`src/rtl/xtea_seed_key_transform_macros.svh`:
```
// ---------------------------------------------------------------------------
// xtea seed key transform assertion macros
// shared concurrent assertion forms, clocked on clk with rst_n as disable
// ---------------------------------------------------------------------------
`ifndef XTEA_SEED_KEY_TRANSFORM_MACROS_SVH
`define XTEA_SEED_KEY_TRANSFORM_MACROS_SVH

// same-cycle implication
`define XST_ASSERT_NOW(label, clk, rst_n, ante, cons, msg) \
  label: assert property (@(posedge clk) disable iff (!rst_n) (ante) |-> (cons)) \
    else $error(msg);

// next-cycle implication
`define XST_ASSERT_NEXT(label, clk, rst_n, ante, cons, msg) \
  label: assert property (@(posedge clk) disable iff (!rst_n) (ante) |=> (cons)) \
    else $error(msg);

`endif

```
`src/rtl/xst_pkg.sv`:
```
// ---------------------------------------------------------------------------
// xst_pkg
// types, constants and helpers shared by the seed key transform
// ---------------------------------------------------------------------------
package xst_pkg;

  localparam logic [7:0] LVL_SHIFT_XOR = 8'h01;
  localparam logic [7:0] LVL_CIPHER    = 8'h11;

  localparam logic [31:0] KEY0_RST  = 32'h4fe87269;
  localparam logic [31:0] KEY1_RST  = 32'h6bc361d8;
  localparam logic [31:0] KEY2_RST  = 32'h9b127d51;
  localparam logic [31:0] KEY3_RST  = 32'h5ba41903;
  localparam logic [31:0] DELTA_RST = 32'h8f750a1d;

  localparam int unsigned ADDR_W = 5;

  // register index, paddr[4:2]
  typedef enum logic [2:0] {
    REG_KEY0  = 3'd0,
    REG_KEY1  = 3'd1,
    REG_KEY2  = 3'd2,
    REG_KEY3  = 3'd3,
    REG_DELTA = 3'd4
  } xst_reg_t;

  typedef struct packed {
    logic [3:0][31:0] key;
    logic [31:0]      delta;
  } xst_cfg_t;

  // payload carried through the round stages
  typedef struct packed {
    logic        cipher;
    logic        status;
    logic [31:0] y;
    logic [31:0] z;
    logic [31:0] sum;
  } xst_data_t;

  function automatic logic [31:0] bswap32(input logic [31:0] w);
    return {w[7:0], w[15:8], w[23:16], w[31:24]};
  endfunction

endpackage

```
`src/rtl/xst_y_stage.sv`:
```
// ---------------------------------------------------------------------------
// xst_y_stage
// first half of a round: updates y at the cipher level and advances the running sum
// ---------------------------------------------------------------------------
module xst_y_stage (
  input  logic               clk,
  input  logic               rst_n,
  input  logic               vld_i,
  input  xst_pkg::xst_data_t d_i,
  input  xst_pkg::xst_cfg_t  cfg_i,
  output logic               vld_o,
  output xst_pkg::xst_data_t d_o
);

  logic               vld_r;
  xst_pkg::xst_data_t data_r;
  xst_pkg::xst_data_t data_nxt;
  logic [31:0]        mix;
  logic [31:0]        kadd;

  always_comb begin
    mix      = ((d_i.z << 4) ^ (d_i.z >> 5)) + d_i.z;
    kadd     = d_i.sum + cfg_i.key[d_i.sum[1:0]];
    data_nxt = d_i;
    // other levels keep y untouched; the sum still advances below
    if (d_i.cipher) begin
      data_nxt.y = d_i.y + (mix ^ kadd);
    end
    data_nxt.sum = d_i.sum + cfg_i.delta;
  end

  always_ff @(posedge clk) begin
    if (!rst_n) begin
      vld_r <= 1'b0;
    end else begin
      vld_r <= vld_i;
    end
  end

  always_ff @(posedge clk) begin
    data_r <= data_nxt;
  end

  assign vld_o = vld_r;
  assign d_o   = data_r;

endmodule

```
`config.mk`:
```
export PLATFORM = sky130hd
export DESIGN_NAME = xst_y_stage
export DESIGN_NICKNAME = d
export VERILOG_FILES = /design/src/rtl/xtea_seed_key_transform_macros.svh /design/src/rtl/xst_pkg.sv /design/src/rtl/xst_y_stage.sv
export SDC_FILE = /design/constraint.sdc
export NUM_CORES = 1
export LEC_CHECK = 0
export BUFFER_PORTS_ARGS = -buffer_cell sky130_fd_sc_hd__buf_4
export CAP_MARGIN = 20
export CORE_AREA = 3 3 143 145
export DETAILED_ROUTE_END_ITERATION = 10
export DIE_AREA = 0 0 146 148
export HOLD_SLACK_MARGIN = 0.08
export PLACE_DENSITY_LB_ADDON = 0.25
export SETUP_SLACK_MARGIN = 0.5
export SLEW_MARGIN = 40
export SYNTH_ARGS = -nofsm -noshare
export SYNTH_HDL_FRONTEND = slang
export SYNTH_SLANG_ARGS = --single-unit
```
`constraint.sdc`:
```
create_clock -name clk -period 11.92 [get_ports clk]
set_input_delay 0.596 -clock clk [delete_from_list [all_inputs] [get_ports clk]]
set_output_delay 0.596 -clock clk [all_outputs]
set_load 0.05 [all_outputs]
```
# After elaboration in Yosys (flattened, before gate mapping)
# Index checks and enable logic that the tools add are counted.
op_classes:
  n_addsub: 4
  n_mul: 0
  div: 0
  n_lt_le_gt_ge: 1
  n_eq_ne: 0
  shifts: 0
  muxes: 3
  n_bitwise: 2
  n_reduce_logical: 0
ops:
  columns: ["cell", "count"]
  rows:
  - ["$add 32x32->32", 4]
  - ["$bmux 32 s2", 1]
  - ["$mux 32", 2]
  - ["$xor 32x27->32", 1]
  - ["$xor 32x32->32", 1]
  - ["$lt 2x3->1 const B", 1]
word_totals:
  reg_bits: 99
  latchBits: 0
  ram_bits: 0
  romBits: 0
  in_bits: 261
  output_inout_bits: 99
  elab_cells: 16
  n_memories: 0

# Depth between registers and ports, before layout
# Gate-level depths: netlist (run 1).
depth:
  ltp_word: 6
  depth_mapped: 26
  mapped_depth_nobuf: 24

# Least setup slack after synthesis (run 1)
# Ideal clock, no wire load.
synth_path:
  path_kind: "input-to-reg"
  startpoint: "in d_i[0] in the netlist's numbering"
  endpoint: "reg data_r (netlist bit d_o[95])"
  setup_time_ns: 0.118
  t_arrival_ns: 5.835
  t_required_ns: 11.802
  setup_slack_ns: 5.966
  stages: 24
  n_path_buf: 2
  path_cell_list: "clkbuf_1 -> buf_1 -> mux4_2 -> ha_1 -> a211oi_1 -> nor2_1 -> or3_1 -> o32ai_2 -> a21oi_1 -> a31oi_1 -> o21bai_1 -> a21oi_1 -> xnor2_1 -> ha_1 -> a21oi_1 -> o21ai_0 -> a2111oi_0 -> nor2_1 -> nand2_1 -> o21ai_0 -> xnor2_1 -> xnor3_1 -> nand2_1 -> xnor2_1"
synth_lines:
  columns: ["item", "line_no", "rtl"]
  rows:
  - ["start: declaration", "xst_y_stage.sv:9", "input xst_pkg::xst_data_t d_i,"]
  - ["end signal: assignment", "xst_y_stage.sv:41", "data_r <= data_nxt;"]
  - ["end: declaration", "xst_y_stage.sv:16", "xst_pkg::xst_data_t data_r;"]

==> impl_metrics.ini, run 1 <==
[clock_tree]
cts_tree = done
h-tree-depth = 3
clock-sinks = 99
cts_root_buffer = clkbuf_16
cts_resized = 0
holdBufCountCts = 0
cts_buffers = 9
clock_path_buffers = 2
postCtsSetupBuffers = 0
clk_pin_slew_ns = 0.07

[finish]
nets = 1790
syn_to_final_growth_pct = 33.7
final_common_cell = buf_4
stdcell_count = 1665
final_area_um2 = 12800
layout_common_cells = buf_4 (359), ha_1 (129), xnor2_1 (113)
drive_above_1_share_pct = 32.5
insertedDiodeCount = 0
num-fill-cells = 1687

[synth]
synth_compound_area_share_pct = 23.2
syn-cell-area_um2 = 9560
synth_top_family_by_area = compound AO/OA/AOI/OAI gates
muxShareOfSynthArea_pct = 10.7
ys_async_sr_fraction_pct = 0
ys_warn_count = 0
synthFlopType = dfxtp_1
yosysSeqAreaShare_pct = 20.7
syn_area_per_cell_um2 = 9.16
synth_fa_ha_area_share_pct = 17.7
synth_seq_cells = 99
synth_edf_count = 0
yosys.area_share.simple_pct = 9.62
syn-instance-count = 1044
syn-num-nets = 1438
synth-xor-area-share_pct = 16.0
synthDistinctLibCells = 69

[sta]
worstMarginPinSlew_ns = 0.655
min_period_ns = 6.19
setup_ws_ns = 5.73
min_period_over_period_pct = 52.0
slew_headroom_pct = 56.3
final_hold_viol_count = 0
rsz0062_at_grt = false
setup_viol = 0
slew_viol_final = 0
fin_setup_tns_ns = 0
timing.fmax_mhz = 161

[hold_path]
min_path_type = input port to register

[grt]
antenna_found_initial = 0
use_met3_pct = 5.43
grt_pass1_wl_um = 46500
use_met2_pct = 44.5
grt_pass1_vias = 9017
grt_util_met1_pct = 35.4
grt_usage_pct = 26.6
grt_max_degree = 41
top_usage_layer = met2
grt-ovfl-total = 0

[worst_setup_path]
crit_type = input port to register
crit_buf_inv = 1
critPathMaxFanout = 34
crit_path_end_kind = register
crit_slowest_cell = mux4_2
cp_common_cell = xnor2_1
cp.required_ns = 12.17
start_kind = input port
cp.arrival_ns = 6.44
cp_top_family = compound AO/OA/AOI/OAI gates
crit_chain = buf_4 -> mux4_2 -> ha_1 -> a211oi_1 -> nor2_1 -> or3_1 -> o32ai_2 -> a21oi_1 -> a31oi_1 -> xnor2_1 -> xnor2_1 -> ha_1 -> a21oi_1 -> o21ai_0 -> a211oi_1 -> o2111ai_1 -> nand2_1 -> o21ai_0 -> xnor2_1 -> xnor3_1 -> nand2_1 -> xnor2_1
max_stage_delay_ns = 0.59

[place]
placedCellCount = 1650
gp_congestion = 0.917
place_area_um2 = 12500
dp_hpwl_um = 25500
pre_cts_slack_ns = 5.40
io_buffers = 359

[floorplanning]
io_pins = 360
core_um2 = 19300
start_util_pct = 49.5
die_w_um = 146
die_height_um = 148
rows = 51
die-area_um2 = 21600

[power_and_ir_drop]
power_uw = 2430
cellPowerDensity_nw_per_um2 = 190
vdd_drop_max_mv = 0.0848
p_leak_uw = 0.00609

[detailed_routing]
wire_per_inst_um = 18.0
wl_um = 30000
remaining_drc_errors = 0
vias = 9231
drt_iter0_drc = 385
avgViaCountPerCell = 5.54
drtAntennaViolNets = 0
first_pass_iters = 5

[job]
drv_cap = 0

[status]
run_status = finished clean
[per-stage QoR]
| step | hold WS [ns] | utilization (%) |
|---|---|---|
| 2_1_floorplan | 0.624 | - |
| 3_3_place_gp | 0.701 | 64.8 |
| 3_5_place_dp | 0.702 | 64.8 |
| 4_1_cts | 0.327 | 66.1 |
| 5_1_grt | 0.326 | 66.1 |
| 6_report | 0.338 | 66.1 |
[sequential cells by signal (all words and copies together), names as in the netlist]
name	cells
d_o	98
vld_o	1
[path summary, 6_finish.rpt]
kind	startpoint	end	cells after the start	slack [ns]
max	d_i[0]	d_o[95]$_DFF_P_	22	5.73
min	d_i[96]	d_o[96]$_DFF_P_	1	0.34
[kinds of logic after synthesis]
kind of cell	Yosys count
flip-flops	99
multiplexers	59
adder cells (fa/ha/maj)	133
buffers and inverters	53
AND/OR/NAND/NOR	193
AO/OA/AOI/OAI	334
XOR/XNOR	173
[cells in the mapped netlist, types with 17 or more instances]
| master | n | area [µm²] |
|---|---|---|
| ha_1 | 129 | 1610 |
| xnor2_1 | 113 | 990 |
| a21oi_1 | 102 | 510 |
| dfxtp_1 | 99 | 1980 |
| a21o_1 | 60 | 450 |
| xor2_1 | 59 | 517 |
| nand2_1 | 56 | 210 |
| nor2_1 | 56 | 210 |
| o21ai_0 | 55 | 275 |
| inv_1 | 35 | 131 |
| mux4_2 | 32 | 721 |
| mux2_2 | 26 | 293 |
| o21bai_1 | 17 | 128 |
[where the power goes]
group	switching [µW]	internal [µW]	total [µW]
Clock	141	142	283
Sequential	23.8	419	443
Combinational	996	703	1700
Total	1160	1260	2430
[layout make-up]
| class | instances | area [µm²] | area share [%] |
|---|---|---|---|
| multi-input combinational | 892 | 7380 | 57.7 |
| timing repair buffer | 359 | 2700 | 21.1 |
| sequential | 99 | 1980 | 15.5 |
| tap | 265 | 332 | 2.59 |
| clock buffer | 10 | 229 | 1.79 |
| inverter | 35 | 131 | 1.03 |
| clock inverter | 5 | 37.5 | 0.294 |
[layer usage]
metal	vias up	part of all wire [%]
li1	4594	-
met1	4242	44
met4	0	1.7
met3	42	7.1
met5	-	0
met2	353	47
Note: power is estimated with default switching activity, not from simulation.
==> run 2, diff against run 1 <==
- CORE_AREA: 3 3 143 145 -> 3 3 149 151
- DIE_AREA: 0 0 146 148 -> 0 0 152 154
- clock period: 11.92 -> 5.5 ns (I/O delays scaled with it)
==> run 2 against run 1 <==
Final cell count increased by 4.6%. Non-clock buffer count increased by 65. Core utilization decreased by 1.4 points.
==> impl_metrics.ini, run 2 (synthesized netlist as in run 1, its figures left out) <==
[status]
run_status = finished clean

[finish]
multi_input_area_um2 = 7500
nets = 1855
largest_reg_flops = 98
seqCellArea_um2 = 1980
num-fill-cells = 1769
syn_to_final_growth_pct = 41.8
insertedDiodeCount = 0
fin_util_pct = 64.7
final_common_cell = buf_4
drive_above_1_share_pct = 35.2
layout_common_cells = buf_4 (392), ha_1 (125), xnor2_1 (113)

[floorplanning]
rows = 53
die_w_um = 152
io_pins = 360
start_util_pct = 45.6
die_height_um = 154
core_um2 = 21000
die-area_um2 = 23400

[power_and_ir_drop]
p_sw_uw = 2620
seqPwrFrac_pct = 17.2
pwr-share-clk_pct = 12.4
power_uw = 5580
power_frac_comb_pct = 70.4
sw_frac_of_total_pct = 47.0
vdd_drop_max_mv = 0.176
internal_power_uw = 2960
cellPowerDensity_nw_per_um2 = 412
p_leak_uw = 0.00644

[sta]
fin_setup_tns_ns = 0
final_hold_viol_count = 0
slew_headroom_pct = 57.7
rsz0062_at_grt = true
min_period_over_period_pct = 86.4
setup_viol = 0
slew_viol_final = 0
min_period_ns = 4.75
worstMarginPinSlew_ns = 0.630
timing.fmax_mhz = 210

[detailed_routing]
drt_iter0_drc = 515
wl_um = 31400
remaining_drc_errors = 0
first_pass_iters = 5
drtAntennaViolNets = 0
vias = 9497
wire_per_inst_um = 18.0
avgViaCountPerCell = 5.45

[clock_tree]
h-tree-depth = 3
clock_path_buffers = 2
clk_pin_slew_ns = 0.08
cts_buffers = 9
clock-sinks = 99
cts_root_buffer = clkbuf_16
cts_tree = done

[worst_setup_path]
crit_start = d_i[0]
crit_type = input port to register
critPathMaxFanout = 10
cp_common_cell = xnor2_1
cp.arrival_ns = 5.01
crit_buf_inv = 2
max_stage_delay_ns = 0.52
cp_top_family = compound AO/OA/AOI/OAI gates
crit_path_end_kind = register
start_kind = input port
cp.required_ns = 5.76
crit_slowest_cell = mux4_2

[grt]
grt-ovfl-total = 0
grt_pass1_wl_um = 48700
antenna_found_initial = 0
grt_pass1_vias = 9492
grt_usage_pct = 25.6
grt_max_degree = 41

[hold_path]
min_path_type = input port to register
holdPathStages = 1
worstHoldStart = d_i[46]
hold_path_end = d_o[46]$_DFF_P_

[place]
dp_hpwl_um = 26200
gp_congestion = 0.936
io_buffers = 359

[job]
drv_cap = 0
[run 2: stage by stage]
stage               hold WS (ns)  instances  setup slack [ns]  instance area (µm²)
finish                    0.0970       1741             0.746                13600
global route              0.0857       1741             0.378                13600
global placement           0.379       1685             0.154                12800
CTS                       0.0821       1724             0.518                13300
floorplan                  0.303       1044             0.489                 9610
detailed placement         0.381       1685            0.0373                12800
[run 2: power groups by stage]
| stage | combinational [µW] | clock [µW] | sequential [µW] |
|---|---|---|---|
| finish | 3930 | 691 | 959 |
| global route | 4250 | 736 | 977 |
| CTS | 3770 | 706 | 959 |
| detailed placement | 3730 | 0 | 975 |
| global placement | 3720 | 0 | 973 |
| floorplan | 2070 | 0 | 1620 |
[run 2: cell type report]
class,instances,share of cell area (%)
multi-input combinational,892,55.3
clock inverter,5,0.498
clock buffer,11,1.79
timing repair buffer,424,24.3
tap,275,2.54
sequential,99,14.6
inverter,35,0.969
[run 2: timing repair]
item | in CTS | in global routing
hold buffers | 23 | 5
pin swaps | 2 | 15
endpoints found under the hold margin | 23 | 5
setup endpoints to repair | 2 | 11
setup buffers | 0 | 12
gates resized for setup | 2 | 25
[run 2: per-layer routing]
layer	vias to the layer above	track usage (%)	part of all wire, %	wire, µm
met5	-	0	0	0
met3	36	5.24	7.1	2240
li1	4716	-	-	-
met2	359	43.8	48	15000
met1	4386	33.3	43	13600
met4	0	5.86	1.5	466
[run 2: worst max-delay path by stage]
stage          depth (start not counted)  slack, ns         endpoint
2_1_floorplan                         23       0.49  d_o[95]$_DFF_P_
3_3_place_gp                          25       0.15  d_o[95]$_DFF_P_
3_5_place_dp                          25       0.04  d_o[95]$_DFF_P_
4_1_cts                               24       0.52  d_o[95]$_DFF_P_
5_1_grt                               24       0.38  d_o[95]$_DFF_P_
6_report                              25       0.75  d_o[95]$_DFF_P_
