### config.mk
export PLATFORM = sky130hd
export DESIGN_NAME = xst_cfg_regs
export DESIGN_NICKNAME = d
export VERILOG_FILES = /design/src/rtl/xtea_seed_key_transform_macros.svh /design/src/rtl/xst_pkg.sv /design/src/rtl/xst_cfg_regs.sv
export SDC_FILE = /design/constraint.sdc
export NUM_CORES = 1
export LEC_CHECK = 0
export BUFFER_PORTS_ARGS = -buffer_cell sky130_fd_sc_hd__buf_4
export CORE_MARGIN = 5
export CORE_UTILIZATION = 35
export CTS_BUF_LIST = sky130_fd_sc_hd__clkbuf_2 sky130_fd_sc_hd__clkbuf_4 sky130_fd_sc_hd__clkbuf_8
export DETAILED_ROUTE_END_ITERATION = 12
export PLACE_DENSITY = 0.68
export REMOVE_ABC_BUFFERS = 1
export SLEW_MARGIN = 15
export SYNTH_ARGS = -nofsm -noshare
export SYNTH_HDL_FRONTEND = slang
export SYNTH_SLANG_ARGS = --single-unit
### constraint.sdc
create_clock -name clk -period 4.1 [get_ports clk]
set_clock_uncertainty 0.05 [all_clocks]
set_input_delay 0.82 -clock clk [delete_from_list [all_inputs] [get_ports clk]]
set_output_delay 0.82 -clock clk [all_outputs]
set_load 0.01 [all_outputs]
### src/rtl/xtea_seed_key_transform_macros.svh
// ---------------------------------------------------------------------------
// xtea seed key transform assertion macros
// shared concurrent assertion forms, clocked on clk with rst_n as disable
// ---------------------------------------------------------------------------
`ifndef XTEA_SEED_KEY_TRANSFORM_MACROS_SVH
`define XTEA_SEED_KEY_TRANSFORM_MACROS_SVH

// same-cycle implication
`define XST_ASSERT_NOW(label, clk, rst_n, ante, cons, msg) \
  label: assert property (@(posedge clk) disable iff (!rst_n) (ante) |-> (cons)) \
    else $error(msg);

// next-cycle implication
`define XST_ASSERT_NEXT(label, clk, rst_n, ante, cons, msg) \
  label: assert property (@(posedge clk) disable iff (!rst_n) (ante) |=> (cons)) \
    else $error(msg);

`endif

### src/rtl/xst_pkg.sv
// ---------------------------------------------------------------------------
// xst_pkg
// types, constants and helpers shared by the seed key transform
// ---------------------------------------------------------------------------
package xst_pkg;

  localparam logic [7:0] LVL_SHIFT_XOR = 8'h01;
  localparam logic [7:0] LVL_CIPHER    = 8'h11;

  localparam logic [31:0] KEY0_RST  = 32'h4fe87269;
  localparam logic [31:0] KEY1_RST  = 32'h6bc361d8;
  localparam logic [31:0] KEY2_RST  = 32'h9b127d51;
  localparam logic [31:0] KEY3_RST  = 32'h5ba41903;
  localparam logic [31:0] DELTA_RST = 32'h8f750a1d;

  localparam int unsigned ADDR_W = 5;

  // register index, paddr[4:2]
  typedef enum logic [2:0] {
    REG_KEY0  = 3'd0,
    REG_KEY1  = 3'd1,
    REG_KEY2  = 3'd2,
    REG_KEY3  = 3'd3,
    REG_DELTA = 3'd4
  } xst_reg_t;

  typedef struct packed {
    logic [3:0][31:0] key;
    logic [31:0]      delta;
  } xst_cfg_t;

  // payload carried through the round stages
  typedef struct packed {
    logic        cipher;
    logic        status;
    logic [31:0] y;
    logic [31:0] z;
    logic [31:0] sum;
  } xst_data_t;

  function automatic logic [31:0] bswap32(input logic [31:0] w);
    return {w[7:0], w[15:8], w[23:16], w[31:24]};
  endfunction

endpackage

### src/rtl/xst_cfg_regs.sv
// ---------------------------------------------------------------------------
// xst_cfg_regs
// apb register file for the cipher key words and round delta
// ---------------------------------------------------------------------------
module xst_cfg_regs (
  input  logic                       clk,
  input  logic                       rst_n,
  input  logic                       psel,
  input  logic                       penable,
  input  logic                       pwrite,
  input  logic [xst_pkg::ADDR_W-1:0] paddr,
  input  logic [31:0]                pwdata,
  output logic [31:0]                prdata,
  output logic                       pready,
  output xst_pkg::xst_cfg_t          cfg_o
);

  xst_pkg::xst_cfg_t cfg_r;
  xst_pkg::xst_cfg_t cfg_nxt;
  xst_pkg::xst_reg_t idx;
  logic              wr_en;

  assign idx    = xst_pkg::xst_reg_t'(paddr[4:2]);
  assign wr_en  = psel && penable && pwrite && pready;
  assign pready = 1'b1;
  assign cfg_o  = cfg_r;

  always_comb begin
    cfg_nxt = cfg_r;
    if (wr_en) begin
      case (idx)
        xst_pkg::REG_KEY0:  cfg_nxt.key[0] = pwdata;
        xst_pkg::REG_KEY1:  cfg_nxt.key[1] = pwdata;
        xst_pkg::REG_KEY2:  cfg_nxt.key[2] = pwdata;
        xst_pkg::REG_KEY3:  cfg_nxt.key[3] = pwdata;
        xst_pkg::REG_DELTA: cfg_nxt.delta  = pwdata;
        default:            cfg_nxt        = cfg_r;
      endcase
    end
  end

  always_comb begin
    case (idx)
      xst_pkg::REG_KEY0:  prdata = cfg_r.key[0];
      xst_pkg::REG_KEY1:  prdata = cfg_r.key[1];
      xst_pkg::REG_KEY2:  prdata = cfg_r.key[2];
      xst_pkg::REG_KEY3:  prdata = cfg_r.key[3];
      xst_pkg::REG_DELTA: prdata = cfg_r.delta;
      default:            prdata = 32'd0;
    endcase
  end

  always_ff @(posedge clk) begin
    if (!rst_n) begin
      cfg_r.key[0] <= xst_pkg::KEY0_RST;
      cfg_r.key[1] <= xst_pkg::KEY1_RST;
      cfg_r.key[2] <= xst_pkg::KEY2_RST;
      cfg_r.key[3] <= xst_pkg::KEY3_RST;
      cfg_r.delta  <= xst_pkg::DELTA_RST;
    end else begin
      cfg_r <= cfg_nxt;
    end
  end

endmodule

Word-level counts from Yosys, hierarchy flattened
Cells that the tools add are included.

word-level totals
  flip-flop bits (word level) = 160
  bits of input ports = 42
  output and inout bits = 193
  word-level logic and storage cells = 18

cells by class
  eq/ne operators = 4
  muxes and demuxes = 1
  reduce and logical (&&, ||, !) cells = 8

operators with widths
  kind                number
  $pmux 32 s5         1
  $reduce_and 2->1    5
  $eq 3x2->1 const B  2
  $eq 3x1->1 const B  1
  $eq 3x3->1 const B  1
  $logic_not 3->1     1
  $logic_and 1x1->1   2

Depth between registers and ports, before layout
Gate-level depths: netlist of run 1.

  depth after elaboration = 3
  gate-level depth with buffers = 6
  depth with buffers taken out = 3

Least setup slack after synthesis of run 1
Ideal clock, no wire load.

  path kind = input-to-output
  start = in paddr[2] (netlist name)
  end = out prdata[0]
  data arrival time = 1.892 ns
  required time = 3.230 ns
  path slack = 1.338 ns
  cell stages on the path = 6
  path buffers = 3
  cell sequence = buf_2 > buf_2 > nor2b_1 > buf_2 > a22oi_1 > o22ai_1

between the ends
  longest elaborated chain between the ends = 2
  elaborated cells on any way between the ends = 6
  classes of those cells = eq/ne (4); mux (1); reduce/logical (1)

ends and longest elaborated chain
  element                             line                source
  from (decl)                         xst_cfg_regs.sv:11  input logic [xst_pkg::ADDR_W-1:0] paddr,
  $eq 3x3->1 (tied with other cells)  xst_cfg_regs.sv:43  case (idx)
  $pmux 32 s5 (*)                     xst_cfg_regs.sv:43
  to (decl)                           xst_cfg_regs.sv:13  output logic [31:0] prdata,

Every way passes the cells marked *; elsewhere a longest branch is shown, timed or not.

Worst setup path after layout of run 1
  start = in paddr[3] (netlist name)
  end = out prdata[23]

Same word-level chain as after synthesis.

==> results.ini, run 1 <==
[setup_path]
rrSetupSlack_ns = 3.34
required_ns = 3.23
worst_setup_path_end_kind = primary output
worstSetupStartpoint = paddr[3]
worstSetupStartpointType = input pin
reg2reg_from = cfg_o[109]
arrival_ns = 2.45
critPathKind = in2out
crit_path_max_fanout = 39

[place]
portBuffers = 231
hpwlAfterDp_microns = 16770
routabilityCongestion = 0.7670

[clock_network]
cts_tree = yes
clock-sinks = 160
clkLatencyLatePin_ns = 0.44
post_cts_buffers = 0
clock_path_buffers = 2
htreeDepth = 4
cts_buffers = 17
cts-root-buf = clkbuf_8
ctsHoldBuffers = 0
ctsResizeCount = 0
clk_pin_slew_ns = 0.09

[synthesis]
ys_seq_elements = 160
netlist_instances = 786
yosys_warnings = 0
syn_area_per_cell_sq_um = 9.389
ys_seq_area_frac = 0.4340
syn-cell-area_sq_um = 7380
ys_types = 33

[grt]
grt_max_degree = 85
grt_pass1_wl_microns = 37450
grt_pass1_vias = 6436
antenna_found_initial = 0
gr-total-overflow = 0
grt_usage = 0.1977

[floorplanning]
core-area_sq_um = 20890
die_x_microns = 155.2
num_rows = 53
die-height_microns = 155.2
io_pins = 235
die_area_sq_um = 24090
initial_core_util = 0.3533

[power]
p_clk_frac = 0.436
power.total_uw = 3415
power.switching_uw = 841.0
seqPwrFrac = 0.462
intPower_uw = 2574
power_density_nw_per_um2 = 347.4
peakVddDrop_v = 0.0001952
swShare = 0.2463
comb_power_share = 0.101
p_leak_uw = 0.004563

[timing]
fin_crit_sh = 0.8095
relSlewSlack = 0.3672
max_freq_ghz = 0.3013
maxSlewViolCount = 0
setup_violations = 0
rsz0062_at_grt = false
period_needed_ns = 3.319
fin_setup_tns_ns = 0
hold_viol_final = 0
tightest_slew_ns = 0.9492

[final_layout]
syn_to_final_growth_pct = 33.18
final_util = 0.4705
nets = 1026
layout_commonest_cell = buf_4
largest_reg_flops = 160
n_antenna_cell = 0
final_cell_mix = buf_4, dfxtp_1, mux2i_1
layout-drive-gt1-share = 0.3290

[run_status]
status = completed

[routing]
route.detailed.drc = 0
wirelength_microns = 24740
wl_per_cell_microns = 19.45
routed-via-count = 6561
vias_per_cell = 5.158
first_iter_violations = 321
antenna_left = 0
drtPass1Iterations = 5

[run]
drv.max_cap_violation_count = 0

[hold_path]
hold_class = reg2reg
hp-start = cfg_o[132]

## cell usage after synthesis, drive strengths merged
cell type  instances  share of area
nor3               1        0.00068
nand4b             2         0.0032
nand2            113          0.057
nand3             19          0.015
a22oi             62          0.063
and3               1        0.00085
buf               30          0.028
o21ai             19          0.013
and3b              1         0.0012
o211ai            40          0.041
nand2b             2         0.0017
nand4              2         0.0025
mux2i            120           0.16
inv               35          0.018
or3                1        0.00085
nor2               4         0.0027
dfxtp            160           0.43
and4b              1         0.0014
clkbuf            43          0.022
or2                1        0.00085
a21oi              1        0.00068
nor2b             60          0.051
conb               1        0.00051
a31oi              1        0.00085
mux2              32          0.049
o22ai             32          0.027
o31ai              2         0.0020
## through the flow
stage	hold WS, ns	std cells	area [sq um]	worst slack (ns)
5_1_grt	0.4478	1272	9828	0.6811
3_5_place_dp	0.4152	1240	9315	0.7685
3_3_place_gp	0.4096	1240	9315	0.7796
6_report	0.4307	1272	9828	0.7812
4_1_cts	0.4323	1272	9828	0.7717
2_1_floorplan	0.4371	713	7012	0.3411
## metal layers
| layer | global-route usage | routed length, microns | share of wire | vias to the layer above |
|---|---|---|---|---|
| li1 | - | - | - | 3174 |
| met1 | 0.2629 | 11150 | 0.45 | 3150 |
| met2 | 0.3276 | 11800 | 0.48 | 218 |
| met3 | 0.04284 | 1544 | 0.062 | 19 |
| met4 | 0.05127 | 242 | 0.0098 | 0 |
| met5 | 0 | 0 | 0 | - |
## worst max-delay path, stage by stage
cell and delay (ns):
buf_4 0.38, buf_4 0.52, inv_1 0.22, a31oi_1 0.21
o22ai_1 0.09, buf_4 0.17
## area by class of cell
type | count | area (sq um)
Sequential cell | 160 | 3203
Timing Repair Buffer | 252 | 1921
Inverter | 35 | 131.4
Tap cell | 275 | 344.1
Clock inverter | 15 | 279.0
Clock buffer | 17 | 234.0
Fill cell | 2010 | 11060
Multi-Input combinational cell | 518 | 3716
## power groups by stage
stage / Combinational, uW / Sequential [uW] / Clock [uW]
detailed placement: 348 / 1610 / 0
finish: 346 / 1580 / 1490
global placement: 346 / 1610 / 0
floorplan: 134 / 1620 / 0
CTS: 349 / 1580 / 1520
global route: 373 / 1580 / 1590
## logic make-up (layout without fill, tap and decap cells)
group,Yosys count,in the layout,synth area share
multiplexers,152,152,0.2116
flip-flops,160,160,0.4340
other,1,1,0.0005082
AND/OR/NAND/NOR,208,208,0.1389
buffers and inverters,108,319,0.06765
AO/OA/AOI/OAI,157,157,0.1473
## worst paths after layout
check        depth (start not counted)    endpoint
max                                  6  prdata[23]
min reg2reg                          2  cfg_o[132]
min                                  2  cfg_o[132]
max reg2reg                          2  cfg_o[109]
No activity file was read; power rests on OpenSTA's default activity.
==> run 2: changes to the inputs <==
Settings changed: PLACE_DENSITY 0.68 to 0.71.
Clock period 4.1 ns to 3 ns, I/O delays scaled along.
==> results.ini, run 2 (synthesis results as in run 1) <==
[run_status]
status = completed

[final_layout]
fillers = 2012
largest_reg_flops = 160
n_antenna_cell = 0
nets = 1029
syn_to_final_growth_pct = 32.72
layout-drive-gt1-share = 0.3310
final_cell_mix = buf_4, dfxtp_1, mux2i_1
final_util = 0.4689
final_area_sq_um = 9794
layout_commonest_cell = buf_4
instances_no_fill = 1275

[setup_path]
rr_worst_depth = 2
rrSetupSlack_ns = 2.26
worstSetupStartpointType = input pin
worst_setup_path_end_kind = primary output
required_ns = 2.35
crit_path_max_fanout = 27
arrival_ns = 2.06
critPathKind = in2out

[routing]
first_iter_violations = 325
wl_per_cell_microns = 19.42
wirelength_microns = 24760
route.detailed.drc = 0
drtPass1Iterations = 5
routed-via-count = 6656
vias_per_cell = 5.220
antenna_left = 0

[floorplanning]
core-area_sq_um = 20890
io_pins = 235
die-height_microns = 155.2
die_area_sq_um = 24090
initial_core_util = 0.3533
die_x_microns = 155.2
num_rows = 53

[hold_path]
hold_class = in2reg
hold_depth = 3

[timing]
maxSlewViolCount = 0
hold_viol_final = 0
rsz0062_at_grt = false
tightest_slew_ns = 0.9236
setup_violations = 0
relSlewSlack = 0.3843
fin_crit_sh = 0.9034
fin_setup_tns_ns = 0
max_freq_ghz = 0.3690
period_needed_ns = 2.710

[clock_network]
post_cts_buffers = 0
clock-sinks = 160
cts_tree = yes
htreeDepth = 4
cts-root-buf = clkbuf_8
clk_pin_slew_ns = 0.09
ctsResizeCount = 0
ctsHoldBuffers = 0
clkLatencyLatePin_ns = 0.44
clock_path_buffers = 2
cts_buffers = 17

[place]
routabilityCongestion = 0.7711
hpwlAfterDp_microns = 16610
portBuffers = 231
place_inst = 1243
dpl_cell_area_sq_um = 9388

[power]
peakVddDrop_v = 0.0002364
p_leak_uw = 0.004546
power_density_nw_per_um2 = 438.2

[grt]
gr-total-overflow = 0
grt_max_degree = 84
antenna_found_initial = 0
grt_pass1_wl_microns = 37710
grt_usage = 0.1993
grt_pass1_vias = 6545

[run]
drv.max_cap_violation_count = 0

run 2: final timing paths:
check             startpoint         end
setup / recovery    paddr[2]  prdata[21]
hold / removal     pwdata[5]   cfg_o[37]
setup reg to reg  cfg_o[100]  cfg_o[100]
hold reg to reg    cfg_o[92]   cfg_o[92]
run 2: power breakdown:
group / leakage [uW] / switching, uW / internal, uW / total (uW)
sequential: 0.00129 / 16.4 / 2140 / 2160
clock: 0.000196 / 840 / 811 / 1650
combinational: 0.00306 / 275 / 209 / 484
run 2: per-stage QoR:
| stage | total power (uW) | hold slack, ns | setup WS, ns |
|---|---|---|---|
| 6_report | 4292 | 0.3630 | 0.2898 |
| 5_1_grt | 4458 | 0.3452 | 0.2142 |
| 4_1_cts | 4340 | 0.3287 | 0.3018 |
| 3_5_place_dp | 2691 | 0.4164 | 0.2995 |
| 3_3_place_gp | 2686 | 0.4072 | 0.3204 |
| 2_1_floorplan | 2395 | 0.4371 | -0.5110 |
run 2: cell type report:
cell class	count	area, sq um	share of cell area
timing repair buffer	255	1993	0.2035
sequential	160	3203	0.3270
tap	275	344.1	0.03513
clock inverter	11	130.1	0.01329
multi-input combinational	518	3716	0.3794
inverter	35	131.4	0.01341
clock buffer	21	276.5	0.02823
run 2: worst max-delay path, stage by stage:
cell and delay [ns]:
buf_4 0.39, nor2b_4 0.24, buf_4 0.29, a22oi_1 0.11, o22ai_1 0.24, buf_4 0.17
run 2: metal layers:
layer / share of wire / up-vias / track usage
li1: - / 3181 / -
met1: 0.45 / 3225 / 0.2682
met2: 0.47 / 227 / 0.3199
met3: 0.068 / 23 / 0.05063
met4: 0.013 / 0 / 0.05294
met5: 0 / - / 0
==> run 3: changes to the inputs <==
Settings changed: CORE_UTILIZATION 35 to 30, PLACE_DENSITY 0.71 to unset, PLACE_DENSITY_LB_ADDON set to 0.15.
Clock period 3 ns to 3.45 ns, I/O delays scaled along.
==> results.ini, run 3 (synthesis results as in run 1) <==
[setup_path]
crit_path_max_fanout = 23
arrival_ns = 2.17
worst_setup_path_end_kind = primary output
worstSetupStartpointType = input pin
critPathKind = in2out
required_ns = 2.71

[place]
dpl_cell_area_sq_um = 9484
portBuffers = 231
place_inst = 1295
routabilityCongestion = 0.7431
hpwlAfterDp_microns = 17880
dp_slack_ns = 0.5053

[final_layout]
nets = 1032
layout_commonest_cell = buf_4
fillers = 2461
final_util = 0.4077
instances_no_fill = 1327
layout-drive-gt1-share = 0.3330
syn_to_final_growth_pct = 33.96
largest_reg_flops = 160
final_area_sq_um = 9886
final_cell_mix = buf_4, dfxtp_1, mux2i_1
n_antenna_cell = 0
ff_latch_area_sq_um = 3203
multi_input_area_sq_um = 3716

[clock_network]
cts-root-buf = clkbuf_8
clkLatencyLatePin_ns = 0.45
post_cts_buffers = 0
clock-sinks = 160
clk_pin_slew_ns = 0.10
htreeDepth = 4
cts_buffers = 17
cts_tree = yes
clock_path_buffers = 2
ctsResizeCount = 0
ctsHoldBuffers = 0

[floorplanning]
io_pins = 235
num_rows = 57
die_area_sq_um = 27840
core-area_sq_um = 24250
initial_core_util = 0.3043
die_x_microns = 166.8
die-height_microns = 166.8

[routing]
antenna_left = 0
route.detailed.drc = 0
drtPass1Iterations = 5
wirelength_microns = 26500
routed-via-count = 6593
vias_per_cell = 4.968
wl_per_cell_microns = 19.97
first_iter_violations = 382

[grt]
grt_pass1_vias = 6729
globalRouteMet2Util = 0.3089
grt_util_met1 = 0.2465
use_met3 = 0.04740
busiest_layer = met2
grt_pass1_wl_microns = 41120
gr-total-overflow = 0
grt_max_degree = 69
antenna_found_initial = 0
grt_usage = 0.1867

[timing]
maxSlewViolCount = 0
finalWorstSetupSlack_ns = 0.5369
hold_viol_final = 0
tightest_slew_ns = 0.9548
rsz0062_at_grt = false
max_freq_ghz = 0.3433
setup_violations = 0
period_needed_ns = 2.913
relSlewSlack = 0.3635
fin_crit_sh = 0.8444

[power]
p_leak_uw = 0.004575
power_density_nw_per_um2 = 378.1
peakVddDrop_v = 0.0002197

[run]
drv.max_cap_violation_count = 0

[run_status]
status = completed

[hold_path]
hold_class = reg2reg

[run 3: cell count changes in the layout (fill, tap and decap cells not counted), sizes merged]
cell      delta
clkinv       +2
bufinv       -1
buf          +3
clkinvlp     -4
inv          +5
clkbuf       -2
[run 3: worst max-delay path, cell delays in order]
cell     delay (ns)
buf_4          0.24
nor2b_4        0.43
buf_12         0.28
a22oi_1        0.12
o22ai_1        0.23
buf_4          0.17
[run 3: area by class of cell]
class / count / area share
multi-input cells: 518 / 0.3759
flip-flops and latches: 160 / 0.3240
repair buffers: 258 / 0.2052
clock buffers: 19 / 0.02645
well taps: 324 / 0.04101
clock inverters: 13 / 0.01418
inverters: 35 / 0.01329
[run 3: path summary, 6_finish.rpt]
check,start,end,slack (ns),depth (start not counted)
min reg2reg,cfg_o[101],cfg_o[101],0.43,2
min,cfg_o[101],cfg_o[101],0.43,2
max reg2reg,cfg_o[104],cfg_o[104],2.70,2
max,paddr[2],prdata[1],0.54,6
[run 3: layer usage]
metal | routed length, microns | part of all wire | up-vias
met4 | 315 | 0.012 | 0
met3 | 1398 | 0.053 | 21
li1 | - | - | 3189
met1 | 12290 | 0.46 | 3195
met5 | 0 | 0 | -
met2 | 12500 | 0.47 | 188
[run 3: where the power goes]
part	switching [uW]	total [uW]	leakage, uW	internal [uW]
sequential	14.6	1880	0.00129	1860
clock	792	1430	0.000207	639
combinational	245	430	0.00307	185
total	1050	3740	0.00458	2690
[run 3: stage by stage]
step	total power (uW)	hold slack, ns	TNS (ns)
floorplan	2083	0.4371	-4.812
global placement	2352	0.4114	0
detailed placement	2352	0.4157	0
CTS	3800	0.4118	0
global route	3901	0.4239	0
finish	3737	0.4328	0
