$ cat src/rtl/xtea_seed_key_transform_macros.svh
// ---------------------------------------------------------------------------
// xtea seed key transform assertion macros
// shared concurrent assertion forms, clocked on clk with rst_n as disable
// ---------------------------------------------------------------------------
`ifndef XTEA_SEED_KEY_TRANSFORM_MACROS_SVH
`define XTEA_SEED_KEY_TRANSFORM_MACROS_SVH

// same-cycle implication
`define XST_ASSERT_NOW(label, clk, rst_n, ante, cons, msg) \
  label: assert property (@(posedge clk) disable iff (!rst_n) (ante) |-> (cons)) \
    else $error(msg);

// next-cycle implication
`define XST_ASSERT_NEXT(label, clk, rst_n, ante, cons, msg) \
  label: assert property (@(posedge clk) disable iff (!rst_n) (ante) |=> (cons)) \
    else $error(msg);

`endif

$ cat src/rtl/xst_pkg.sv
// ---------------------------------------------------------------------------
// xst_pkg
// types, constants and helpers shared by the seed key transform
// ---------------------------------------------------------------------------
package xst_pkg;

  localparam logic [7:0] LVL_SHIFT_XOR = 8'h01;
  localparam logic [7:0] LVL_CIPHER    = 8'h11;

  localparam logic [31:0] KEY0_RST  = 32'h4fe87269;
  localparam logic [31:0] KEY1_RST  = 32'h6bc361d8;
  localparam logic [31:0] KEY2_RST  = 32'h9b127d51;
  localparam logic [31:0] KEY3_RST  = 32'h5ba41903;
  localparam logic [31:0] DELTA_RST = 32'h8f750a1d;

  localparam int unsigned ADDR_W = 5;

  // register index, paddr[4:2]
  typedef enum logic [2:0] {
    REG_KEY0  = 3'd0,
    REG_KEY1  = 3'd1,
    REG_KEY2  = 3'd2,
    REG_KEY3  = 3'd3,
    REG_DELTA = 3'd4
  } xst_reg_t;

  typedef struct packed {
    logic [3:0][31:0] key;
    logic [31:0]      delta;
  } xst_cfg_t;

  // payload carried through the round stages
  typedef struct packed {
    logic        cipher;
    logic        status;
    logic [31:0] y;
    logic [31:0] z;
    logic [31:0] sum;
  } xst_data_t;

  function automatic logic [31:0] bswap32(input logic [31:0] w);
    return {w[7:0], w[15:8], w[23:16], w[31:24]};
  endfunction

endpackage

$ cat src/rtl/xst_z_stage.sv
// ---------------------------------------------------------------------------
// xst_z_stage
// second half of a round: updates z at the cipher level from the new y and advanced sum
// ---------------------------------------------------------------------------
module xst_z_stage (
  input  logic               clk,
  input  logic               rst_n,
  input  logic               vld_i,
  input  xst_pkg::xst_data_t d_i,
  input  xst_pkg::xst_cfg_t  cfg_i,
  output logic               vld_o,
  output xst_pkg::xst_data_t d_o
);

  logic               vld_r;
  xst_pkg::xst_data_t data_r;
  xst_pkg::xst_data_t data_nxt;
  logic [31:0]        mix;
  logic [31:0]        kadd;

  always_comb begin
    mix      = ((d_i.y << 4) ^ (d_i.y >> 5)) + d_i.y;
    kadd     = d_i.sum + cfg_i.key[d_i.sum[12:11]];
    data_nxt = d_i;
    if (d_i.cipher) begin
      data_nxt.z = d_i.z + (mix ^ kadd);
    end
  end

  always_ff @(posedge clk) begin
    if (!rst_n) begin
      vld_r <= 1'b0;
    end else begin
      vld_r <= vld_i;
    end
  end

  always_ff @(posedge clk) begin
    data_r <= data_nxt;
  end

  assign vld_o = vld_r;
  assign d_o   = data_r;

endmodule

$ cat config.mk
export PLATFORM = sky130hd
export DESIGN_NAME = xst_z_stage
export DESIGN_NICKNAME = d
export VERILOG_FILES = /design/src/rtl/xtea_seed_key_transform_macros.svh /design/src/rtl/xst_pkg.sv /design/src/rtl/xst_z_stage.sv
export SDC_FILE = /design/constraint.sdc
export NUM_CORES = 1
export LEC_CHECK = 0
export ABC_CLOCK_PERIOD_IN_PS = 17550
export BUFFER_PORTS_ARGS = -buffer_cell sky130_fd_sc_hd__buf_2
export CAP_MARGIN = 5
export CORE_AREA = 2 2 139 141
export CTS_CLUSTER_SIZE = 20
export DETAILED_ROUTE_END_ITERATION = 10
export DIE_AREA = 0 0 141 143
export PLACE_DENSITY = 0.74
export SETUP_SLACK_MARGIN = 0.3
export SLEW_MARGIN = 25
export SYNTH_ARGS = -nofsm -noshare
export SYNTH_HDL_FRONTEND = slang
export SYNTH_SLANG_ARGS = --single-unit
$ cat constraint.sdc
create_clock -name clk -period 17.55 [get_ports clk]
set_input_delay 0.8775 -clock clk [delete_from_list [all_inputs] [get_ports clk]]
set_output_delay 0.8775 -clock clk [all_outputs]
set_load 0.02 [all_outputs]
After elaboration in Yosys (flattened, before gate mapping) --
Cells that the tools add are included.
Storage, ports and cells: flip-flop bits (word level) 99, input bits 261, output and inout port bits 99
Operators by class: $add $sub $neg 3, $lt $le $gt $ge 1, multiplexer cells 3, bitwise gates (word level) 2
Operator list (count):
- $add 32x32->32 | 3
- $bmux 32 s2 | 1
- $mux 32 | 2
- $xor 32x27->32 | 1
- $xor 32x32->32 | 1
- $lt 2x3->1 const B | 1

Logic depth before layout (Yosys ltp) --
Gate-level depths: netlist of the first run.
depth after elaboration 6, depth in mapped cells 28

Worst setup path before layout of the first run --
OpenSTA, ideal clock, no wires.
path kind input port to flip-flop, start input port d_i[11] (netlist name), end register data_r, in the netlist d_o[63], arrival 6.568 ns, path slack 10.910 ns, stages 28, buffers on the path 2, path through clkbuf_1 > buf_1 > mux4_2 > ha_1 > inv_1 > fa_1 > nor2b_1 > o31a_1 > o32a_1 > a211oi_1 > o21ai_1 > a31o_2 > a21o_1 > a21oi_1 > xnor2_1 > xnor2_1 > ha_1 > nand2_1 > nor2_1 > a211oi_1 > nand2_1 > o21ai_1 > o211ai_1 > a31oi_1 > o21ai_1 > xnor2_1 > mux2i_1 > xor2_1
RTL lines:
- start, declared | line xst_z_stage.sv:9 | input xst_pkg::xst_data_t d_i,
- end signal, assigned | line xst_z_stage.sv:39 | data_r <= data_nxt;
- end, declared | line xst_z_stage.sv:16 | xst_pkg::xst_data_t data_r;

==> impl_metrics.json, run 1 <==
{
  "port_buffers": 327,
  "synth-seq-cells": 99,
  "maxClockFrequency_mhz": 138,
  "synthMuxAreaShare_pct": 12.8,
  "grtUsageTotal_pct": 22.9,
  "die_y_um": 143,
  "gr-usage-met2_pct": 39.0,
  "cap_viol_max_count": 0,
  "p_per_area_mw_per_mm2": 133,
  "dieArea_mm2": 0.0202,
  "placed_cell_area_mm2": 0.00988,
  "hold_viol_final": 0,
  "slew_headroom_pct": 45.6,
  "hold_depth": 1,
  "die_w_um": 141,
  "nets": 1513,
  "synth_warnings": 0,
  "syn_nets": 1189,
  "clkSinkCount": 99,
  "cts_setup_buffers": 0,
  "num_io_pins": 360,
  "synth-adder-area-share_pct": 16.1,
  "fin_area_mm2": 0.0102,
  "synth_cell_types": 57,
  "cpMaxStageDelayCell": "a2111oi_0",
  "setup_tns_ns": 0,
  "top_usage_layer": "met2",
  "overflow": 0,
  "gp_congestion": 0.897,
  "holdBufCountCts": 0,
  "ir_drop_v": 0.0000533,
  "grt_max_degree": 40,
  "synthArstFlopShare_pct": 0,
  "grt_first_pass_wirelength_mm": 36.3,
  "drtIter0Drc": 306,
  "grt_pass1_vias": 7375,
  "worstPathRequired_ns": 17.83,
  "instances_no_fill": 1390,
  "cts-root-buf": "clkbuf_16",
  "cts_tree": "built",
  "hold_path_class": "input pin to flip-flop",
  "finalCriticalPeriod_ns": 7.22,
  "worst_slack_ns": 10.33,
  "syn_area_mm2": 0.00800,
  "cts_buffers": 9,
  "viasPerCell": 5.38,
  "htreeDepth": 3,
  "final_cell_mix": "buf_2, dfxtp_1, ha_1, xnor2_1, a21oi_1",
  "status": "finished, final reports clean",
  "ys.flop_type": "dfxtp_1",
  "fp-row-count": 50,
  "path_clk_slew_ns": 0.08,
  "antenna_found_initial": 0,
  "drt_pass1_iterations": 5,
  "synth_top_family_by_area": "compound AO/OA/AOI/OAI gates",
  "antenna_left": 0,
  "syn2layout_area_growth_pct": 27.7,
  "setup_viol": 0,
  "diodes": 0,
  "criticalPathCategory": "input pin to flip-flop",
  "max_stage_delay_ns": 0.64,
  "synth_compound_area_share_pct": 19.4,
  "drive_above_1_share_pct": 35.5,
  "coreArea_mm2": 0.0186,
  "start_util_pct": 43.0,
  "startpoint_type": "input pin",
  "post-place-ws_ns": 10.05,
  "synthXorXnorAreaFrac_pct": 16.0,
  "tightest_slew_ns": 0.816,
  "syn_avg_cell_area_um2": 9.67,
  "cts_buffer_depth": 2,
  "wl_per_cell_um": 17.0,
  "use_met3_pct": 3.32,
  "timing.hold.ws_ns": 0.618,
  "synth-edff-count": 0,
  "grt_util_met1_pct": 29.8,
  "wl_mm": 23.6,
  "arrival_ns": 7.51,
  "leakage_uw": 0.00496,
  "synthCells": 827,
  "grt_setup_unrepaired": "false",
  "endpoint_kind": "flip-flop",
  "drc_errors": 0,
  "worstPathMaxFanout": 34,
  "synthSimpleGateAreaFrac_pct": 9.31,
  "vias": 7474,
  "ys_seq_area_share_pct": 24.8,
  "final_common_cell": "buf_2",
  "min_period_over_period_pct": 41.2,
  "cts_resized": 0,
  "place.detailed.hpwl_mm": 20.0,
  "drv_slew": 0,
  "dp_cells": 1374
}
[per-stage QoR]
step	total power [uW]	utilization [%]
floorplan	918	-
global placement	1110	53.2
detailed placement	1120	53.2
CTS	1360	54.9
global route	1460	54.9
finish	1350	54.9
[cells in the mapped netlist (5+ instances only)]
| library cell | instances | area share (%) |
|---|---|---|
| dfxtp_1 | 99 | 25 |
| ha_1 | 98 | 15 |
| xnor2_1 | 95 | 10 |
| a21oi_1 | 82 | 5.1 |
| xor2_1 | 51 | 5.6 |
| nand2_1 | 50 | 2.3 |
| a21o_1 | 45 | 4.2 |
| o21ai_0 | 33 | 2.1 |
| mux4_2 | 32 | 9.0 |
| mux2_2 | 26 | 3.7 |
| nor2_1 | 26 | 1.2 |
| inv_1 | 19 | 0.89 |
| nand3_1 | 14 | 0.88 |
| nand2b_1 | 13 | 1.0 |
| and3_1 | 11 | 0.86 |
| clkbuf_1 | 11 | 0.52 |
| nor2b_1 | 9 | 0.70 |
| o21a_1 | 9 | 0.84 |
| a211oi_1 | 8 | 0.75 |
| a31oi_1 | 8 | 0.63 |
| nand4_1 | 7 | 0.55 |
| o21bai_1 | 6 | 0.56 |
| nor3_1 | 5 | 0.31 |
[final cells by class]
class	instances	area (um2)
tap	234	293
clock buffer	9	225
inverter	19	71.3
multi-input combinational	694	5890
fill	1674	8370
clock inverter	7	106
timing repair buffer	328	1640
sequential	99	1980
[path summary, 6_finish.rpt]
check	startpoint	to	slack, ns
max	d_i[11]	d_o[63]	10.33
min	d_i[96]	d_o[96]	0.62
[per-layer routing]
layer  vias to the layer above  part of all wire, %
met5                         -                    0
met4                         0                  2.6
met3                        39                  5.9
met2                       298                   47
met1                      3397                   44
li1                       3740                    -
[report_power, final]
group	total (uW)	internal, uW	switching (uW)
sequential	281	272	9.05
clock	227	128	99.0
combinational	847	377	470
[registers in the layout, summed over array words and instances, names as in the netlist]
signal  cells
d_o        98
vld_o       1
[kinds of logic (layout without fill, tap and decap cells)]
family | after synthesis | count (layout)
adders and majority gates | 101 | 101
DFF | 99 | 99
buffers and inverters | 34 | 363
xor gates and xnor gates | 146 | 146
AOI/OAI and AO/OA | 238 | 238
muxes | 59 | 59
and+or+nand+nor | 150 | 150
[critical path, delay by kind of cell]
family,cells,cell delay (ns)
AO/OA/AOI/OAI,12,3.25
XOR/XNOR,4,0.79
adder cells (fa/ha/maj),3,0.82
buffers and inverters,3,0.67
multiplexers,2,0.85
AND/OR/NAND/NOR,3,0.25
(Power assumes the default switching activity.)
==> run 2: changes to the inputs <==
--- a/config.mk
+++ b/config.mk
@@ -5,7 +5,7 @@
 export SDC_FILE = /design/constraint.sdc
 export NUM_CORES = 1
 export LEC_CHECK = 0
-export ABC_CLOCK_PERIOD_IN_PS = 17550
+export ABC_CLOCK_PERIOD_IN_PS = 6960
 export BUFFER_PORTS_ARGS = -buffer_cell sky130_fd_sc_hd__buf_2
 export CAP_MARGIN = 5
 export CORE_AREA = 2 2 139 141
==> constraint.sdc (replaced) <==
create_clock -name clk -period 6.96 [get_ports clk]
set_input_delay 0.348 -clock clk [delete_from_list [all_inputs] [get_ports clk]]
set_output_delay 0.348 -clock clk [all_outputs]
set_load 0.02 [all_outputs]
==> run 2 against run 1 <==
Effect of this change:
- power increased by 150%
- global-route usage is 0.080 points higher
- combinational power grew to 2.5 times the previous value
- flip-flop and latch count is the same
- die area is the same
- sequential power rose to 2.5 times the previous value
- via count grew 1.1%
- cell area shrank 0.27%
- first-iteration DRC count rose by 28%
- setup slack lost 9.5 ns
- critical endpoint unchanged
- largest cell class unchanged
- largest power group unchanged
- highest routed layer unchanged
==> impl_metrics.json, run 2 (synthesized netlist as in run 1, its figures left out) <==
{
  "coreArea_mm2": 0.0186,
  "dieArea_mm2": 0.0202,
  "largest_register_ffs": 98,
  "nets": 1514,
  "p_per_area_mw_per_mm2": 329,
  "wl_mm": 23.8,
  "path_clk_slew_ns": 0.07,
  "start_util_pct": 43.0,
  "overflow": 0,
  "arrival_ns": 6.47,
  "status": "finished, final reports clean",
  "die_w_um": 141,
  "startpoint_type": "input pin",
  "grt_max_degree": 40,
  "port_buffers": 327,
  "power.share.clock_pct": 15.0,
  "holdBufCountCts": 0,
  "setup_viol": 0,
  "endpoint_kind": "flip-flop",
  "gp_congestion": 0.930,
  "combPwrFrac_pct": 63.9,
  "drv_slew": 0,
  "hold_path_class": "input pin to flip-flop",
  "setup_tns_ns": 0,
  "critPathBufInv": 2,
  "fin_area_mm2": 0.0102,
  "hold_viol_final": 0,
  "seqPwrFrac_pct": 21.1,
  "leakage_uw": 0.00496,
  "syn2layout_area_growth_pct": 27.3,
  "clkSinkCount": 99,
  "htreeDepth": 3,
  "cts_buffers": 9,
  "vias": 7558,
  "cts_buffer_depth": 2,
  "fp-row-count": 50,
  "drive_above_1_share_pct": 35.5,
  "intPower_uw": 1910,
  "place.detailed.hpwl_mm": 20.3,
  "drtIter0Drc": 391,
  "maxClockFrequency_mhz": 162,
  "grt_first_pass_wirelength_mm": 36.5,
  "antenna_left": 0,
  "finalCriticalPeriod_ns": 6.18,
  "slew_headroom_pct": 45.8,
  "cts_tree": "built",
  "antenna_found_initial": 1,
  "grt_pass1_vias": 7343,
  "total_power_uw": 3350,
  "die_y_um": 143,
  "swShare_pct": 43.1,
  "final_common_cell": "buf_2",
  "final_cell_mix": "buf_2, dfxtp_1, ha_1, xnor2_1, a21oi_1",
  "drc_errors": 0,
  "viasPerCell": 5.43,
  "criticalPathCategory": "input pin to flip-flop",
  "cts-root-buf": "clkbuf_16",
  "max_stage_delay_ns": 0.57,
  "ir_drop_v": 0.000132,
  "crit_family": "compound AO/OA/AOI/OAI gates",
  "placed_cell_area_mm2": 0.00988,
  "num_io_pins": 360,
  "tightest_slew_ns": 0.814,
  "drt_pass1_iterations": 5,
  "power.switching_uw": 1440,
  "cap_viol_max_count": 0,
  "min_period_over_period_pct": 88.8,
  "grt_setup_unrepaired": "false",
  "grtUsageTotal_pct": 23.0,
  "final_util_pct": 54.8,
  "worstPathMaxFanout": 11,
  "wl_per_cell_um": 17.1,
  "timing.hold.ws_ns": 0.0902,
  "worstPathRequired_ns": 7.25,
  "cpMaxStageDelayCell": "mux4_2"
}
[run 2: what timing repair did]
item,4_1_cts,5_1_grt
setup endpoints to repair,0,1
resized for setup,0,2
buffers inserted,0,0
[run 2: cell type report]
class	count	area (um2)
clock buffer	12	256
fill	1694	8400
clock inverter	4	31.3
timing repair buffer	329	1650
multi-input combinational	694	5890
antenna	1	2.50
tap	234	293
sequential	99	1980
inverter	19	71.3
[run 2: through the flow]
step                std cells  setup WS (ns)
floorplan                 827          0.849
global placement         1375          0.533
detailed placement       1375          0.397
CTS                      1391          0.745
global route             1391          0.317
finish                   1392          0.783
[run 2: final timing paths]
check	startpoint	endpoint	depth (start not counted)
min	d_i[96]	d_o[96]	1
max	d_i[11]	d_o[63]	26
[run 2: power groups by stage]
stage | clock (uW) | sequential (uW) | combinational, uW
after detailed placement | 0 | 722 | 2110
after CTS | 513 | 709 | 2120
final | 501 | 708 | 2140
after global routing | 534 | 718 | 2360
after global placement | 0 | 722 | 2070
after floorplan | 0 | 876 | 1440
[run 2: metal layers]
layer	up-vias	routed length (um)	global-route usage, %
li1	3731	-	-
met1	3495	10400	29.9
met2	299	11300	38.7
met3	33	1550	4.06
met4	0	547	7.95
met5	-	0	0
==> run 3: changes to the inputs <==
--- a/config.mk
+++ b/config.mk
@@ -6,13 +6,12 @@
 export NUM_CORES = 1
 export LEC_CHECK = 0
 export ABC_CLOCK_PERIOD_IN_PS = 6960
-export BUFFER_PORTS_ARGS = -buffer_cell sky130_fd_sc_hd__buf_2
 export CAP_MARGIN = 5
 export CORE_AREA = 2 2 139 141
 export CTS_CLUSTER_SIZE = 20
 export DETAILED_ROUTE_END_ITERATION = 10
 export DIE_AREA = 0 0 141 143
-export PLACE_DENSITY = 0.74
+export DONT_BUFFER_PORTS = 1
 export SETUP_SLACK_MARGIN = 0.3
 export SLEW_MARGIN = 25
 export SYNTH_ARGS = -nofsm -noshare
==> run 3 against run 2 <==
Effect of this change:
- cell area shrank 13%
- global-route usage shrank 1.8 points
- hold slack lost 0.076 ns
- count of clock-buffer cells in the layout shrank 1
- core utilization shrank 7.1 points
- critical path depth shrank 1
- fmax grew 8.6%
- sequential share of layout area grew 2.9 points
- critical endpoint unchanged
- clock power grew 7.2%
- setup slack gained 0.49 ns
- combinational power shrank 17%
==> impl_metrics.json, run 3 (synthesized netlist as in run 1, its figures left out) <==
{
  "worstPathRequired_ns": 7.25,
  "finalCriticalPeriod_ns": 5.69,
  "hold_path_class": "input pin to flip-flop",
  "cts_setup_buffers": 0,
  "ir_drop_v": 0.000119,
  "grt_pass1_vias": 6054,
  "timing.hold.ws_ns": 0.0144,
  "arrival_ns": 5.98,
  "seqPwrFrac_pct": 27.4,
  "final_cell_mix": "dfxtp_1, ha_1, xnor2_1, a21oi_1, xor2_1",
  "cts_tree": "built",
  "cap_viol_max_count": 0,
  "nets": 1217,
  "grt_max_degree": 40,
  "worst_slack_ns": 1.27,
  "coreArea_mm2": 0.0186,
  "min_period_over_period_pct": 81.8,
  "combPwrFrac_pct": 55.8,
  "drtIter0Drc": 261,
  "num_io_pins": 360,
  "maxClockFrequency_mhz": 176,
  "swShare_pct": 42.6,
  "largest_register_ffs": 98,
  "port_buffers": 0,
  "tightest_slew_ns": 0.647,
  "p_per_area_mw_per_mm2": 361,
  "cts-root-buf": "clkbuf_16",
  "hold_start": "d_i[13]",
  "cts_resized": 0,
  "wl_mm": 22.5,
  "startpoint_type": "input pin",
  "grtUsageTotal_pct": 21.3,
  "slew_headroom_pct": 55.8,
  "post-place-ws_ns": 0.891,
  "overflow": 0,
  "cts_buffer_depth": 2,
  "path_clk_slew_ns": 0.07,
  "power.share.clock_pct": 16.8,
  "drv_slew": 0,
  "leakage_uw": 0.00381,
  "criticalPathCategory": "input pin to flip-flop",
  "dieArea_mm2": 0.0202,
  "drc_errors": 0,
  "vias": 6307,
  "hold_viol_final": 0,
  "cts_buffers": 9,
  "endpoint_kind": "flip-flop",
  "status": "finished, final reports clean",
  "wl_per_cell_um": 20.6,
  "syn2layout_area_growth_pct": 10.8,
  "htreeDepth": 3,
  "start_util_pct": 43.0,
  "setup_viol": 0,
  "worstPathMaxFanout": 34,
  "power.switching_uw": 1360,
  "antenna_found_initial": 0,
  "final_common_cell": "dfxtp_1",
  "placed_cell_area_mm2": 0.00823,
  "diodes": 0,
  "fp-row-count": 50,
  "drive_above_1_share_pct": 9.53,
  "place.detailed.hpwl_mm": 18.6,
  "drt_pass1_iterations": 4,
  "clkSinkCount": 99,
  "grt_first_pass_wirelength_mm": 33.3,
  "viasPerCell": 5.77,
  "total_power_uw": 3200,
  "hold_depth": 0,
  "antenna_left": 0,
  "die_w_um": 141,
  "setup_tns_ns": 0,
  "gp_congestion": 0.883,
  "die_y_um": 143,
  "intPower_uw": 1830,
  "fin_area_mm2": 0.00886,
  "min_to": "d_o[13]",
  "grt_setup_unrepaired": "false"
}
## run 3: cell count changes in the layout (fill, tap and decap cells not counted)
cell and delta:
diode_2 -1, clkinv_2 +1, dlygate4sd3_1 +32, a2111oi_0 +1, bufinv_16 +1, clkinv_4 -1
clkbuf_1 -1, a2111oi_2 -1, buf_2 -327, buf_4 -2
## run 3: worst max-delay path, stage by stage
cell	delay, ns
mux4_2	0.47
ha_1	0.21
inv_1	0.08
fa_1	0.21
nor2b_1	0.06
o31a_1	0.26
o32a_1	0.38
a211oi_1	0.24
o21ai_1	0.21
a21o_1	0.22
a21oi_1	0.17
xnor2_1	0.16
xnor2_1	0.19
ha_1	0.35
o21ai_0	0.11
nor2_1	0.05
a2111oi_0	0.59
nand2_1	0.11
o21ai_1	0.33
o211ai_1	0.21
a31oi_1	0.29
o21ai_1	0.14
xnor2_1	0.20
mux2i_1	0.23
xor2_1	0.15
## run 3: routing by layer
metal / track usage (%) / vias to the layer above / part of all wire, %
met4: 4.21 / 0 / 0.87
met5: 0 / - / 0
met3: 4.49 / 16 / 6.6
li1: - / 3133 / -
met2: 33.5 / 254 / 45
met1: 30.3 / 2904 / 48
## run 3: how the worst max path moves through the flow
stage,start,endpoint,slack (ns),cells after the start
6_report,d_i[11],d_o[63],1.27,25
5_1_grt,d_i[11],d_o[63],0.84,25
4_1_cts,d_i[11],d_o[63],1.24,25
3_5_place_dp,d_i[11],d_o[63],0.89,25
3_3_place_gp,d_i[11],d_o[63],0.91,25
2_1_floorplan,d_i[11],d_o[63],0.85,28
## run 3: stage by stage
| step | instances | utilization (%) |
|---|---|---|
| 4_1_cts | 1062 | 46.0 |
| 5_1_grt | 1094 | 47.7 |
| 3_3_place_gp | 1046 | 44.3 |
| 2_1_floorplan | 827 | - |
| 3_5_place_dp | 1046 | 44.3 |
| 6_report | 1094 | 47.7 |
## run 3: power groups by stage
stage | Sequential, uW | Clock (uW) | Combinational (uW)
2_1_floorplan | 876 | 0 | 1440
3_3_place_gp | 892 | 0 | 1740
3_5_place_dp | 892 | 0 | 1750
4_1_cts | 878 | 549 | 1760
5_1_grt | 887 | 572 | 1980
6_report | 875 | 537 | 1780
## run 3: repair_timing
action	4_1_cts	5_1_grt
hold endpoints to repair	0	32
hold buffers	0	32
setup endpoints to repair	0	0
## run 3: layout make-up
cell class / count / area, um2
multi-input cells: 694 / 5890
inverters: 19 / 71.3
flip-flops and latches: 99 / 1980
clock inverters: 5 / 57.6
well taps: 234 / 293
repair buffers: 32 / 320
fillers: 1705 / 9720
clock buffers: 11 / 253
